File: src/hdl/gre_pkg.sv
`default_nettype none
// ----------------------------------------------------------------------------
// Gear rpm speed estimator package
// Shared widths, register indexes, item codes, state types and the request
// and response records of the raw speed unit.
// ----------------------------------------------------------------------------
package gre_pkg;

  localparam int RPM_W   = 16;
  localparam int GEAR_W  = 4;
  localparam int RATIO_W = 16;
  localparam int CIRC_W  = 13;
  localparam int SPEED_W = 16;
  localparam int CFG_W   = 16;
  localparam int IDX_W   = 3;
  localparam int NUM_RATIO = 6;

  // Datapath widths of the raw speed unit.
  localparam int PROD_W   = RPM_W + CIRC_W;   // rpm * circumference
  localparam int TRIPLE_W = PROD_W + 2;       // times three
  localparam int DEN_W    = RATIO_W + 7;      // ratio * 100
  localparam int Q_W      = 32;               // Q16.16 raw speed
  localparam int CNT_W    = 5;

  // Filter gain and its serial multiplier.
  localparam int GAIN_W = 17;
  localparam int FACC_W = Q_W + GAIN_W;

  localparam logic [GAIN_W-1:0]  SMOOTHING_Q16 = 17'd16384;
  localparam logic [15:0]        SETTLE_MS     = 16'd300;
  localparam logic [Q_W-1:0]     RAW_MIN_Q16   = 32'h0001_0000;
  localparam logic [Q_W-1:0]     RAW_MAX_Q16   = 32'hFFFF_FFFF;

  localparam logic [RATIO_W-1:0] RATIO_RESET      = 16'd1024;
  localparam logic [RATIO_W-1:0] FINAL_LOW_RESET  = 16'd4096;
  localparam logic [CIRC_W-1:0]  TIRE_CIRC_RESET  = 13'd1950;

  localparam logic [IDX_W-1:0] REG_RATIO_G1  = 3'd0;
  localparam logic [IDX_W-1:0] REG_FINAL_LOW = 3'd6;
  localparam logic [IDX_W-1:0] REG_TIRE_CIRC = 3'd7;

  localparam logic OP_SAMPLE = 1'b0;
  localparam logic OP_TICK   = 1'b1;

  typedef enum logic [2:0] {
    T_IDLE,
    T_RAW,
    T_FMUL,
    T_FUPD,
    T_FRND,
    T_DONE
  } top_state_t;

  typedef enum logic [2:0] {
    R_IDLE,
    R_MUL,
    R_TRIPLE,
    R_PREP,
    R_DIV,
    R_DONE
  } raw_state_t;

  typedef struct packed {
    logic               start;
    logic [RPM_W-1:0]   rpm;
    logic [CIRC_W-1:0]  circ;
    logic [RATIO_W-1:0] ratio;
  } raw_req_t;

  typedef struct packed {
    logic           done;
    logic [Q_W-1:0] raw;
  } raw_rsp_t;

endpackage
`default_nettype wire

File: src/hdl/gre_raw.sv
`default_nettype none
// ----------------------------------------------------------------------------
// Raw speed unit
// Computes rpm * circumference * 0.06 / ratio in Q16.16 with a bit-serial
// multiplier and a one-bit-per-cycle restoring divider; a raw speed of at most
// 10 km/h is reported as 1 km/h, and the result is saturated to 32 bits.
// ----------------------------------------------------------------------------
module gre_raw (
  input  wire               clk,
  input  wire               rst,
  input  wire gre_pkg::raw_req_t req,
  output gre_pkg::raw_rsp_t rsp
);
  import gre_pkg::*;

  raw_state_t state, state_next;

  logic [TRIPLE_W-1:0] acc;
  logic [PROD_W-1:0]   mcand;
  logic [CIRC_W-1:0]   mplier;
  logic [DEN_W-1:0]    den;
  logic [DEN_W-1:0]    rem;
  logic [Q_W-1:0]      q;
  logic [CNT_W-1:0]    cnt;

  logic [RATIO_W-1:0]  ratio_eff;
  logic [DEN_W-1:0]    den_in;
  logic [TRIPLE_W-1:0] triple;
  logic                is_low;
  logic                is_ovf;
  logic [DEN_W:0]      trial;
  logic [DEN_W:0]      trial_sub;
  logic                trial_ge;

  always_comb begin
    ratio_eff = (req.ratio == '0) ? RATIO_W'(1) : req.ratio;
    den_in    = DEN_W'({ratio_eff, 6'b0}) + DEN_W'({ratio_eff, 5'b0})
              + DEN_W'({ratio_eff, 2'b0});
    triple    = acc + {acc[TRIPLE_W-2:0], 1'b0};
    // The exact raw speed is at most 10 km/h when 3 * product * 1024 <= 500 * ratio.
    is_low    = {acc, 10'b0} <= (TRIPLE_W+10)'({den, 2'b0}) + (TRIPLE_W+10)'(den);
    // The quotient needs more than 32 bits when 3 * product >= 32 * den.
    is_ovf    = acc >= TRIPLE_W'({den, 5'b0});
    trial     = {rem, q[Q_W-1]};
    trial_ge  = trial >= {1'b0, den};
    trial_sub = trial - {1'b0, den};
  end

  always_comb begin
    state_next = state;
    case (state)
      R_IDLE: begin
        if (req.start) begin
          state_next = R_MUL;
        end
      end
      R_MUL: begin
        if (cnt == CNT_W'(CIRC_W - 1)) begin
          state_next = R_TRIPLE;
        end
      end
      R_TRIPLE: state_next = R_PREP;
      R_PREP: begin
        state_next = (is_low || is_ovf) ? R_DONE : R_DIV;
      end
      R_DIV: begin
        if (cnt == CNT_W'(Q_W - 1)) begin
          state_next = R_DONE;
        end
      end
      R_DONE: state_next = R_IDLE;
      default: state_next = R_IDLE;
    endcase
    rsp.done = (state == R_DONE);
    rsp.raw  = q;
  end

  always_ff @(posedge clk) begin
    if (rst) begin
      state <= R_IDLE;
    end else begin
      state <= state_next;
    end
  end

  always_ff @(posedge clk) begin
    case (state)
      R_IDLE: begin
        if (req.start) begin
          acc    <= '0;
          mcand  <= PROD_W'(req.rpm);
          mplier <= req.circ;
          den    <= den_in;
          cnt    <= '0;
        end
      end
      R_MUL: begin
        if (mplier[0]) begin
          acc <= acc + TRIPLE_W'(mcand);
        end
        mcand  <= {mcand[PROD_W-2:0], 1'b0};
        mplier <= {1'b0, mplier[CIRC_W-1:1]};
        cnt    <= cnt + 1'b1;
      end
      R_TRIPLE: acc <= triple;
      R_PREP: begin
        if (is_low) begin
          q <= RAW_MIN_Q16;
        end else if (is_ovf) begin
          q <= RAW_MAX_Q16;
        end else begin
          rem <= acc[DEN_W+4:5];
          q   <= {acc[4:0], 27'b0};
          cnt <= '0;
        end
      end
      R_DIV: begin
        rem <= trial_ge ? trial_sub[DEN_W-1:0] : trial[DEN_W-1:0];
        q   <= {q[Q_W-2:0], trial_ge};
        cnt <= cnt + 1'b1;
      end
      default: begin
      end
    endcase
  end

`ifndef SYNTHESIS
  a_rem_below_den: assert property (@(posedge clk) disable iff (rst)
    (state == R_DIV) |-> (rem < den))
    else $error("Divider remainder is not below the divisor.");

  a_mul_count: assert property (@(posedge clk) disable iff (rst)
    (state == R_MUL) |-> (cnt < CNT_W'(CIRC_W)))
    else $error("Multiplier ran past the multiplier width.");
`endif

endmodule
`default_nettype wire

File: src/hdl/gear_rpm_speed_estimator.sv
`default_nettype none
// ----------------------------------------------------------------------------
// Gear rpm speed estimator
// Road speed from engine rpm and engaged gear, low-pass filtered, with a
// settle hold after gear changes counted by tick items.
// ----------------------------------------------------------------------------
// A tick item, or a sample that does not run the filter, goes straight to the
// output load once it is accepted. A sample that runs the filter passes through
// the serial rpm times circumference multiply, the tripling of the product and
// the divider setup, the restoring divider that retires one quotient bit a
// cycle, the hand-over of the raw speed, the serial gain multiply, and then the
// update, the rounding and the output load. When the raw speed sits at the
// 1 km/h floor or saturates, the divider is skipped. One item is worked on at a
// time, and the next one is taken the cycle after the result is loaded; the
// output register lets the next item in while a result still waits to be taken.
module gear_rpm_speed_estimator (
  input  wire                         clk,
  input  wire                         rst,
  input  wire                         cfg_write,
  input  wire  [gre_pkg::IDX_W-1:0]   cfg_index,
  input  wire  [gre_pkg::CFG_W-1:0]   cfg_data,
  input  wire                         in_valid,
  output logic                        in_stall,
  input  wire                         op,
  input  wire  [gre_pkg::RPM_W-1:0]   rpm,
  input  wire  [gre_pkg::GEAR_W-1:0]  gear_now,
  input  wire                         lever_drive,
  output logic                        out_valid,
  input  wire                         out_stall,
  output logic [gre_pkg::SPEED_W-1:0] speed_kmh
);
  import gre_pkg::*;

  logic [RATIO_W-1:0] ratio [NUM_RATIO];
  logic [RATIO_W-1:0] final_low;
  logic [CIRC_W-1:0]  tire_circ;

  top_state_t state, state_next;

  logic [GEAR_W-1:0]  prev_gear;
  logic [15:0]        settle_left;
  logic [Q_W-1:0]     filtered;
  logic [SPEED_W-1:0] speed_out;

  logic               fneg;
  logic [FACC_W-1:0]  facc;
  logic [FACC_W-1:0]  fmcand;
  logic [GAIN_W-1:0]  fmplier;
  logic [CNT_W-1:0]   fcnt;

  raw_req_t           req;
  raw_rsp_t           rsp;

  logic               accept;
  logic               gear_changed;
  logic [15:0]        settle_eff;
  logic               sample_drive;
  logic               run;
  logic [RATIO_W-1:0] ratio_sel;
  logic               raw_below;
  logic [Q_W-1:0]     diff_mag;
  logic [FACC_W-1:0]  facc_ceil;
  logic [Q_W:0]       rnd;
  logic               out_load;

  always_ff @(posedge clk) begin
    if (rst) begin
      for (int i = 0; i < NUM_RATIO; i++) begin
        ratio[i] <= RATIO_RESET;
      end
      final_low <= FINAL_LOW_RESET;
      tire_circ <= TIRE_CIRC_RESET;
    end else if (cfg_write) begin
      case (cfg_index)
        REG_FINAL_LOW: final_low <= cfg_data;
        REG_TIRE_CIRC: tire_circ <= cfg_data[CIRC_W-1:0];
        default:       ratio[cfg_index - REG_RATIO_G1] <= cfg_data;
      endcase
    end
  end

  always_comb begin
    accept       = in_valid && !in_stall;
    gear_changed = (gear_now != prev_gear);
    settle_eff   = gear_changed ? SETTLE_MS : settle_left;
    sample_drive = (op == OP_SAMPLE) && (gear_now != '0) && (rpm != '0) && lever_drive;
    run          = sample_drive && (settle_eff == '0);
    if ((gear_now >= GEAR_W'(1)) && (gear_now <= GEAR_W'(NUM_RATIO))) begin
      ratio_sel = ratio[gear_now[IDX_W-1:0] - IDX_W'(1)];
    end else begin
      ratio_sel = final_low;
    end
    req.start = accept && run;
    req.rpm   = rpm;
    req.circ  = tire_circ;
    req.ratio = ratio_sel;
    raw_below = rsp.raw < filtered;
    diff_mag  = raw_below ? (filtered - rsp.raw) : (rsp.raw - filtered);
    facc_ceil = facc + FACC_W'(16'hFFFF);
    rnd       = {1'b0, filtered} + (Q_W+1)'(32'h8000);
    out_load  = (state == T_DONE) && (!out_valid || !out_stall);
  end

  gre_raw u_raw (
    .clk (clk),
    .rst (rst),
    .req (req),
    .rsp (rsp)
  );

  always_comb begin
    state_next = state;
    in_stall   = (state != T_IDLE);
    case (state)
      T_IDLE: begin
        if (in_valid) begin
          state_next = run ? T_RAW : T_DONE;
        end
      end
      T_RAW: begin
        if (rsp.done) begin
          state_next = T_FMUL;
        end
      end
      T_FMUL: begin
        if (fcnt == CNT_W'(GAIN_W - 1)) begin
          state_next = T_FUPD;
        end
      end
      T_FUPD: state_next = T_FRND;
      T_FRND: state_next = T_DONE;
      T_DONE: begin
        if (!out_valid || !out_stall) begin
          state_next = T_IDLE;
        end
      end
      default: state_next = T_IDLE;
    endcase
  end

  always_ff @(posedge clk) begin
    if (rst) begin
      state       <= T_IDLE;
      prev_gear   <= '0;
      settle_left <= '0;
      filtered    <= '0;
      speed_out   <= '0;
      out_valid   <= 1'b0;
    end else begin
      state <= state_next;
      if (accept) begin
        if (op == OP_TICK) begin
          if (settle_left != '0) begin
            settle_left <= settle_left - 1'b1;
          end
        end else if (gear_now == '0) begin
          filtered  <= '0;
          speed_out <= '0;
        end else if (rpm != '0) begin
          if (lever_drive) begin
            prev_gear   <= gear_now;
            settle_left <= settle_eff;
          end else begin
            filtered  <= '0;
            speed_out <= '0;
          end
        end
      end
      if (state == T_FUPD) begin
        if (fneg) begin
          filtered <= filtered - facc_ceil[Q_W+15:16];
        end else begin
          filtered <= filtered + facc[Q_W+15:16];
        end
      end
      if (state == T_FRND) begin
        speed_out <= rnd[Q_W] ? '1 : rnd[Q_W-1:16];
      end
      if (out_load) begin
        out_valid <= 1'b1;
      end else if (!out_stall) begin
        out_valid <= 1'b0;
      end
    end
  end

  always_ff @(posedge clk) begin
    if (out_load) begin
      speed_kmh <= speed_out;
    end
    case (state)
      T_RAW: begin
        if (rsp.done) begin
          fneg    <= raw_below;
          facc    <= '0;
          fmcand  <= FACC_W'(diff_mag);
          fmplier <= SMOOTHING_Q16;
          fcnt    <= '0;
        end
      end
      T_FMUL: begin
        if (fmplier[0]) begin
          facc <= facc + fmcand;
        end
        fmcand  <= {fmcand[FACC_W-2:0], 1'b0};
        fmplier <= {1'b0, fmplier[GAIN_W-1:1]};
        fcnt    <= fcnt + 1'b1;
      end
      default: begin
      end
    endcase
  end

`ifndef SYNTHESIS
  a_start_goes_raw: assert property (@(posedge clk) disable iff (rst)
    (accept && run) |=> (state == T_RAW))
    else $error("A filtered sample did not start the raw speed unit.");

  a_done_in_raw: assert property (@(posedge clk) disable iff (rst)
    rsp.done |-> (state == T_RAW))
    else $error("Raw speed result arrived outside the wait state.");

  a_settle_bound: assert property (@(posedge clk) disable iff (rst)
    settle_left <= SETTLE_MS)
    else $error("Settle countdown exceeds its load value.");

  a_zero_filter_zero_speed: assert property (@(posedge clk) disable iff (rst)
    ((state != T_FRND) && (filtered == '0)) |-> (speed_out == '0))
    else $error("Speed is nonzero while the filter is cleared.");
`endif

endmodule
`default_nettype wire

File: config.mk
export PLATFORM = sky130hd
export DESIGN_NAME = gear_rpm_speed_estimator
export DESIGN_NICKNAME = d
export VERILOG_FILES = /design/src/hdl/gre_pkg.sv /design/src/hdl/gre_raw.sv /design/src/hdl/gear_rpm_speed_estimator.sv
export SDC_FILE = /design/constraint.sdc
export NUM_CORES = 2
export LEC_CHECK = 0
export ABC_AREA = 1
export BUFFER_PORTS_ARGS = -buffer_cell sky130_fd_sc_hd__buf_4
export CAP_MARGIN = 20
export CORE_UTILIZATION = 35
export CTS_CLUSTER_SIZE = 20
export DETAILED_ROUTE_END_ITERATION = 10
export PLACE_DENSITY_LB_ADDON = 0.1
export SYNTH_ARGS = -nofsm -noshare
export SYNTH_HDL_FRONTEND = slang
export SYNTH_HIERARCHICAL = 1
export SYNTH_SLANG_ARGS = --single-unit
File: constraint.sdc
create_clock -name clk -period 6.1 [get_ports clk]
set_input_delay 0.915 -clock clk [delete_from_list [all_inputs] [get_ports clk]]
set_output_delay 0.915 -clock clk [all_outputs]
set_load 0.1 [all_outputs]
# Word level (Yosys, flattened, before mapping)
# Memory sizes are Yosys's and may differ from the RTL's.
# Cells that the tools add are included.
# word_totals
ff_bits,397
latch_bits,0
ram_bits,96
rom_bits,0
elab_cells,206
memories,1
# mem_list
name,depth,width,rd,rd_clocked_by_memory_dff,wr,line_no,rtl
ratio,6,16,1,0,6,gear_rpm_speed_estimator.sv:34,logic [RATIO_W-1:0] ratio [NUM_RATIO];
# classes
addsub,17
n_mul,0
n_div,0
order_cmp,6
eq_ne,34
shift,0
muxes,72
bitwise_logic,2
n_reduce_logical,52
# ops
cell,count
$mux 32,10
$mux 16,16
$pmux 49 s2,2
$mux 49,3
$sub 32x32->32,3
$pmux 31 s3,1
$mux 23,3
$pmux 32 s2,1
$mux 31,2
$pmux 29 s2,1
$add 49x49->49,1
$add 48x16->48 const B,1
$pmux 23 s2,1
$le 41x41->1,1
$pmux 17 s2,1
$add 32x16->33 const B,1
$add 32x32->32,1
$logic_not 16->1,2
$lt 32x32->1,1
$reduce_bool 16->1,2
$add 31x29->31,1
$add 31x31->31,1
$ge 31x28->1,1
$mux 29,1
other kinds (44),125

# Longest topological paths before layout
# logic_depth
word_depth,8
ltp_mapped,33
depth_no_buf,30

# Modules after synthesis
# The synthesis kept the hierarchy.
# by_module_without_submodules
module,instances,cells_per_inst,area_per_inst_um2,seq_area_each_um2
gear_rpm_speed_estimator,1,3917,27050.9,9859.5
gre_raw,1,1792,13949.6,4684.5

# Least setup slack after synthesis
# Ideal clock, no wire load.
# synth_timing
path_kind,input to register
startpoint,in gear_now[0] (netlist name)
endpoint,"reg u_raw.den[22], data pin"
arrival_ps,5697
slack_ps,150
stages,33
path_cell_list,inv_1 > clkbuf_1 > clkbuf_1 > ha_1 > inv_1 > o21ai_1 > nand2_1 > clkbuf_1 > nor2_1 > a31oi_1 > inv_1 > ha_1 > nand2_1 > nor3_1 > nand3_1 > nor2_1 > nor2_1 > fa_1 > inv_1 > ha_1 > inv_1 > fa_1 > nor2_1 > a211oi_1 > o21bai_1 > nand2_1 > nand2_1 > a21oi_1 > o21ai_1 > nand2_1 > nand2_1 > o21ai_1 > inv_1
# synth_via
elab_chain_len,7
# synth_rtl
element,line_no,rtl
start: declaration,gear_rpm_speed_estimator.sv:26,"input wire [gre_pkg::GEAR_W-1:0] gear_now,"
$sub 3x1->3 (tied with other cells),gear_rpm_speed_estimator.sv:89,ratio_sel = ratio[gear_now[IDX_W-1:0] - IDX_W'(1)];
$mem_v2 6x16 / $logic_and 1x1->1 (equally long branches),--,
$mux 16 *,gear_rpm_speed_estimator.sv:88,if ((gear_now >= GEAR_W'(1)) && (gear_now <= GEAR_W'(NUM_RATIO))) begin
net ratio_sel[14],gear_rpm_speed_estimator.sv:59,logic [RATIO_W-1:0] ratio_sel;
$logic_not 16->1,gre_raw.sv:36,ratio_eff = (req.ratio == '0) ? RATIO_W'(1) : req.ratio;
$mux 16 *,gre_raw.sv:36,
$add 22x21->23,gre_raw.sv:37,"den_in = DEN_W'({ratio_eff, 6'b0}) + DEN_W'({ratio_eff, 5'b0})"
$add 23x18->23 *,gre_raw.sv:38,"+ DEN_W'({ratio_eff, 2'b0});"
net u_raw.den_in[22],gre_raw.sv:27,logic [DEN_W-1:0] den_in;
end signal: assignment,gre_raw.sv:93,den <= den_in;
end: declaration,gre_raw.sv:21,logic [DEN_W-1:0] den;
# The timed path passes the listed nets; every way through them passes the cells marked *.
# A chain may end at the register's enable or synchronous reset.

# Worst setup path after layout
# layout_timing
startpoint,in gear_now[1] (netlist name)
endpoint,"reg u_raw.den[22], data pin"
# Same word-level chain as after synthesis.

==> run_results.csv <==
group,metric,value,unit
cts,postCtsSetupRepairBufs,0,
logic_synthesis,ys_warn_count,6,
logic_synthesis,synthesis.area,41000,µm²
logic_synthesis,yosys.area.top_type,"edfxtp_1",
logic_synthesis,synth_area_leaders,"edfxtp_1 (30%), nand2_1 (13%), ha_1 (10%)",
layout,final_area,45600,µm²
logic_synthesis,postSynth.asyncResetShare,0,%
floorplanning,die_y,344,µm
routing,wire_per_inst,18.8,µm
logic_synthesis,synthFlopType,"edfxtp_1",
cts,cts_sinks,519,
timing,worstMarginPinSlew,1.08,ns
floorplanning,die_area,119000,µm²
routing,drt_wl_total,138000,µm
global_route,grt_pass1_wl,212000,µm
floorplanning,io_pins,64,
timing,final.setup_skew,0.0598,ns
global_route,track_usage,23.2,%
placed_design,gp_congestion,0.964,
power_and_ir_drop,peakVddDrop,0.176,mV
layout,fin_cells,7348,
cts,clk_path_buf_depth,3,
cts,path_clk_slew,0.06,ns
logic_synthesis,synthCells,5709,
global_route,overflow,0,
cts,ctsHoldBuffers,0,
timing,clock.fmax,187,MHz
timing,max_slew_margin,27.6,%
worst_setup_path,critPathLaunchType,"primary input",
worst_setup_path,timing.rr.end,"filtered[28]$_SDFFE_PP0P_",
worst_setup_path,r2r_slack,1.37,ns
floorplanning,core_area,116000,µm²
worst_setup_path,worstPathArrival,5.79,ns
cts,cts_buffers,67,
outcome,run_status,"finished clean",
logic_synthesis,syn_area_per_cell,7.18,µm²
cts,cts-htree-levels,3,
routing,antenna_left,0,
logic_synthesis,ys_ff_latch,519,
worst_setup_path,crit_end,"u_raw/den[22]$_DFFE_PP_",
floorplanning,die_w,344,µm
floorplanning,start_util,35.3,%
cts,clk_latency,0.68,ns
timing,finalHoldViolCount,0,
timing,fin_crit_sh,87.8,%
timing,setup_violations,0,
worst_setup_path,required,6.54,ns
timing,rsz0062_at_grt,"no",
worst_setup_path,slowest_stage,"fa_1",
placed_design,place_area,43200,µm²
cts,cts_tree,"built",
worst_setup_path,critPathMaxStageDelay,0.48,ns
worst_setup_path,r2r_cells,22,
placed_design,dpl.hpwl,110000,µm
worst_setup_path,timing.rr.start,"facc[14]$_SDFFCE_PN0P_",
routing,drc_errors,0,
logic_synthesis,synth-edff-count,415,
floorplanning,rows,125,
worst_setup_path,crit_start,"gear_now[1]",
placed_design,port_buffers,63,
layout,fin_nets,6169,
global_route,grt_pass1_vias,35400,
power_and_ir_drop,power.leakage,20.2,nW
logic_synthesis,yosysTopAreaCellShare,30.4,%
layout,drive_above_1_share,5.53,%
hold_path,hp-start,"speed_out[0]$_SDFFE_PP0P_",
routing,drt_iter0_drc,3196,
placed_design,placed_cells_incl_taps,7225,
timing,min_period,5.35,ns
flow_run,maxCapViolCount,0,
routing,dr.pass1.iters,6,
cts,post_cts_resized,0,
layout,utilization,39.3,%
timing,report.final.slew_viol_count,0,
layout,area_growth,11.3,%
cts,cts-root-buf,"clkbuf_16",
logic_synthesis,synthDistinctLibCells,64,
placed_design,post-place-ws,0.123,ns
logic_synthesis,ys_seq_area_share,35.5,%
routing,vias_per_cell,5.19,
layout,layout.cells.most_common,"nand2_1",
timing,layout_setup_ws,0.746,ns
layout,fill_cells,12300,
routing,num_vias,38100,
worst_setup_path,path_class,"primary input to flop",
layout,final_cell_mix,"nand2_1 (1450), nor2_1 (717), inv_1 (716)",
layout,diodes,0,
global_route,grt_max_degree,78,
worst_setup_path,cp-end-kind,"flop",
timing,finalSetupTns,0,ns
hold_path,hold_class,"flop to flop",
power_and_ir_drop,powerDensity,231,nW/µm²
global_route,antenna_found_initial,0,
worst_setup_path,cp_max_fo,16,
-- registers in the layout (all words and copies together), names as in the netlist, 4 cells and up --
| name | cells |
|---|---|
| u_raw/q | 32 |
| fcnt | 5 |
| u_raw/den | 21 |
| filtered | 32 |
| speed_out | 16 |
| u_raw/cnt | 5 |
| u_raw/mcand | 29 |
| u_raw/mplier | 13 |
| ratio | 128 |
| facc | 48 |
| u_raw/acc | 31 |
| u_raw/rem | 23 |
| speed_kmh | 16 |
| fmcand | 48 |
| final_low | 16 |
| fmplier | 15 |
| prev_gear | 4 |
| tire_circ | 13 |
| settle_left | 16 |
-- layout make-up --
cell class	count	area (µm²)	area share [%]
Clock buffer	95	1890	4.15
Timing Repair Buffer	108	811	1.78
Multi-Input combinational cell	4336	23200	50.9
Clock inverter	28	489	1.07
Inverter	738	2770	6.07
Tap cell	1524	1910	4.18
Sequential cell	519	14500	31.9
-- where the power goes --
group,switching [W],internal (W),leakage (nW)
Clock,0.00176,0.00251,1.15
Sequential,0.000179,0.00405,4.69
Combinational,0.00137,0.000642,14.4
Total,0.00331,0.00720,20.2
-- synthesized netlist by cell type (7+ instances only) --
cell,instances
o21bai_1,34
nor4_1,22
nand3b_1,9
o31ai_1,7
a31oi_1,22
nand2_2,17
nand4_1,61
xor2_1,116
a21oi_1,454
a21o_1,22
buf_2,28
or2_2,24
inv_2,14
ha_1,333
dfxtp_1,104
nor2_1,719
clkbuf_1,95
a21boi_0,7
nor3_1,67
buf_4,7
o211ai_1,23
inv_1,721
a21oi_2,7
nor2_2,12
edfxtp_1,415
o21a_1,12
fa_1,20
nand3_1,302
o22ai_1,39
xnor2_1,41
nand2_1,1450
o21ai_1,47
o21ai_0,385
-- worst min path at each step --
| stage | to | cells after the start |
|---|---|---|
| after global routing | speed_kmh[0]$_DFFE_PP_ | 0 |
| after floorplan | speed_kmh[0]$_DFFE_PP_ | 0 |
| after global placement | speed_kmh[7]$_DFFE_PP_ | 0 |
| final | speed_kmh[0]$_DFFE_PP_ | 0 |
| after detailed placement | speed_kmh[0]$_DFFE_PP_ | 0 |
| after CTS | speed_kmh[4]$_DFFE_PP_ | 0 |
-- per-layer routing --
metal | GRT usage [%] | vias to the layer above | part of all wire (%)
li1 | - | 19000 | -
met1 | 35.4 | 17900 | 51
met2 | 34.2 | 1015 | 42
met3 | 3.00 | 125 | 5.9
met4 | 5.20 | 0 | 1.8
met5 | 0 | - | 0
-- critical path, delay by kind of cell --
family / cells / cell delay [ns]
adder cells (fa/ha/maj): 4 / 1.37
AO/OA/AOI/OAI: 9 / 1.64
AND/OR/NAND/NOR: 10 / 0.84
buffers and inverters: 7 / 1.00
-- per-stage QoR --
| stage | hold WS [ns] | power [W] |
|---|---|---|
| after global routing | 0.444 | 0.0110 |
| final | 0.424 | 0.0105 |
| after floorplan | 0.409 | 0.00568 |
| after detailed placement | 0.418 | 0.00630 |
| after global placement | 0.417 | 0.00629 |
| after CTS | 0.422 | 0.0106 |
-- cell families (layout without fill, tap and decap cells) --
| group | after synthesis | after routing | share of synthesized area, % |
|---|---|---|---|
| compound gates | 1086 | 1086 | 14.4 |
| buf+inv | 885 | 969 | 8.36 |
| flops | 519 | 519 | 35.5 |
| mux | 1 | 1 | 0.0244 |
| simple gates | 2707 | 2707 | 27.2 |
| xor+xnor | 157 | 157 | 3.35 |
| other cells | 1 | 32 | 0.00915 |
| fa+ha+maj | 353 | 353 | 11.1 |
Power figures use the tool's default switching activity.
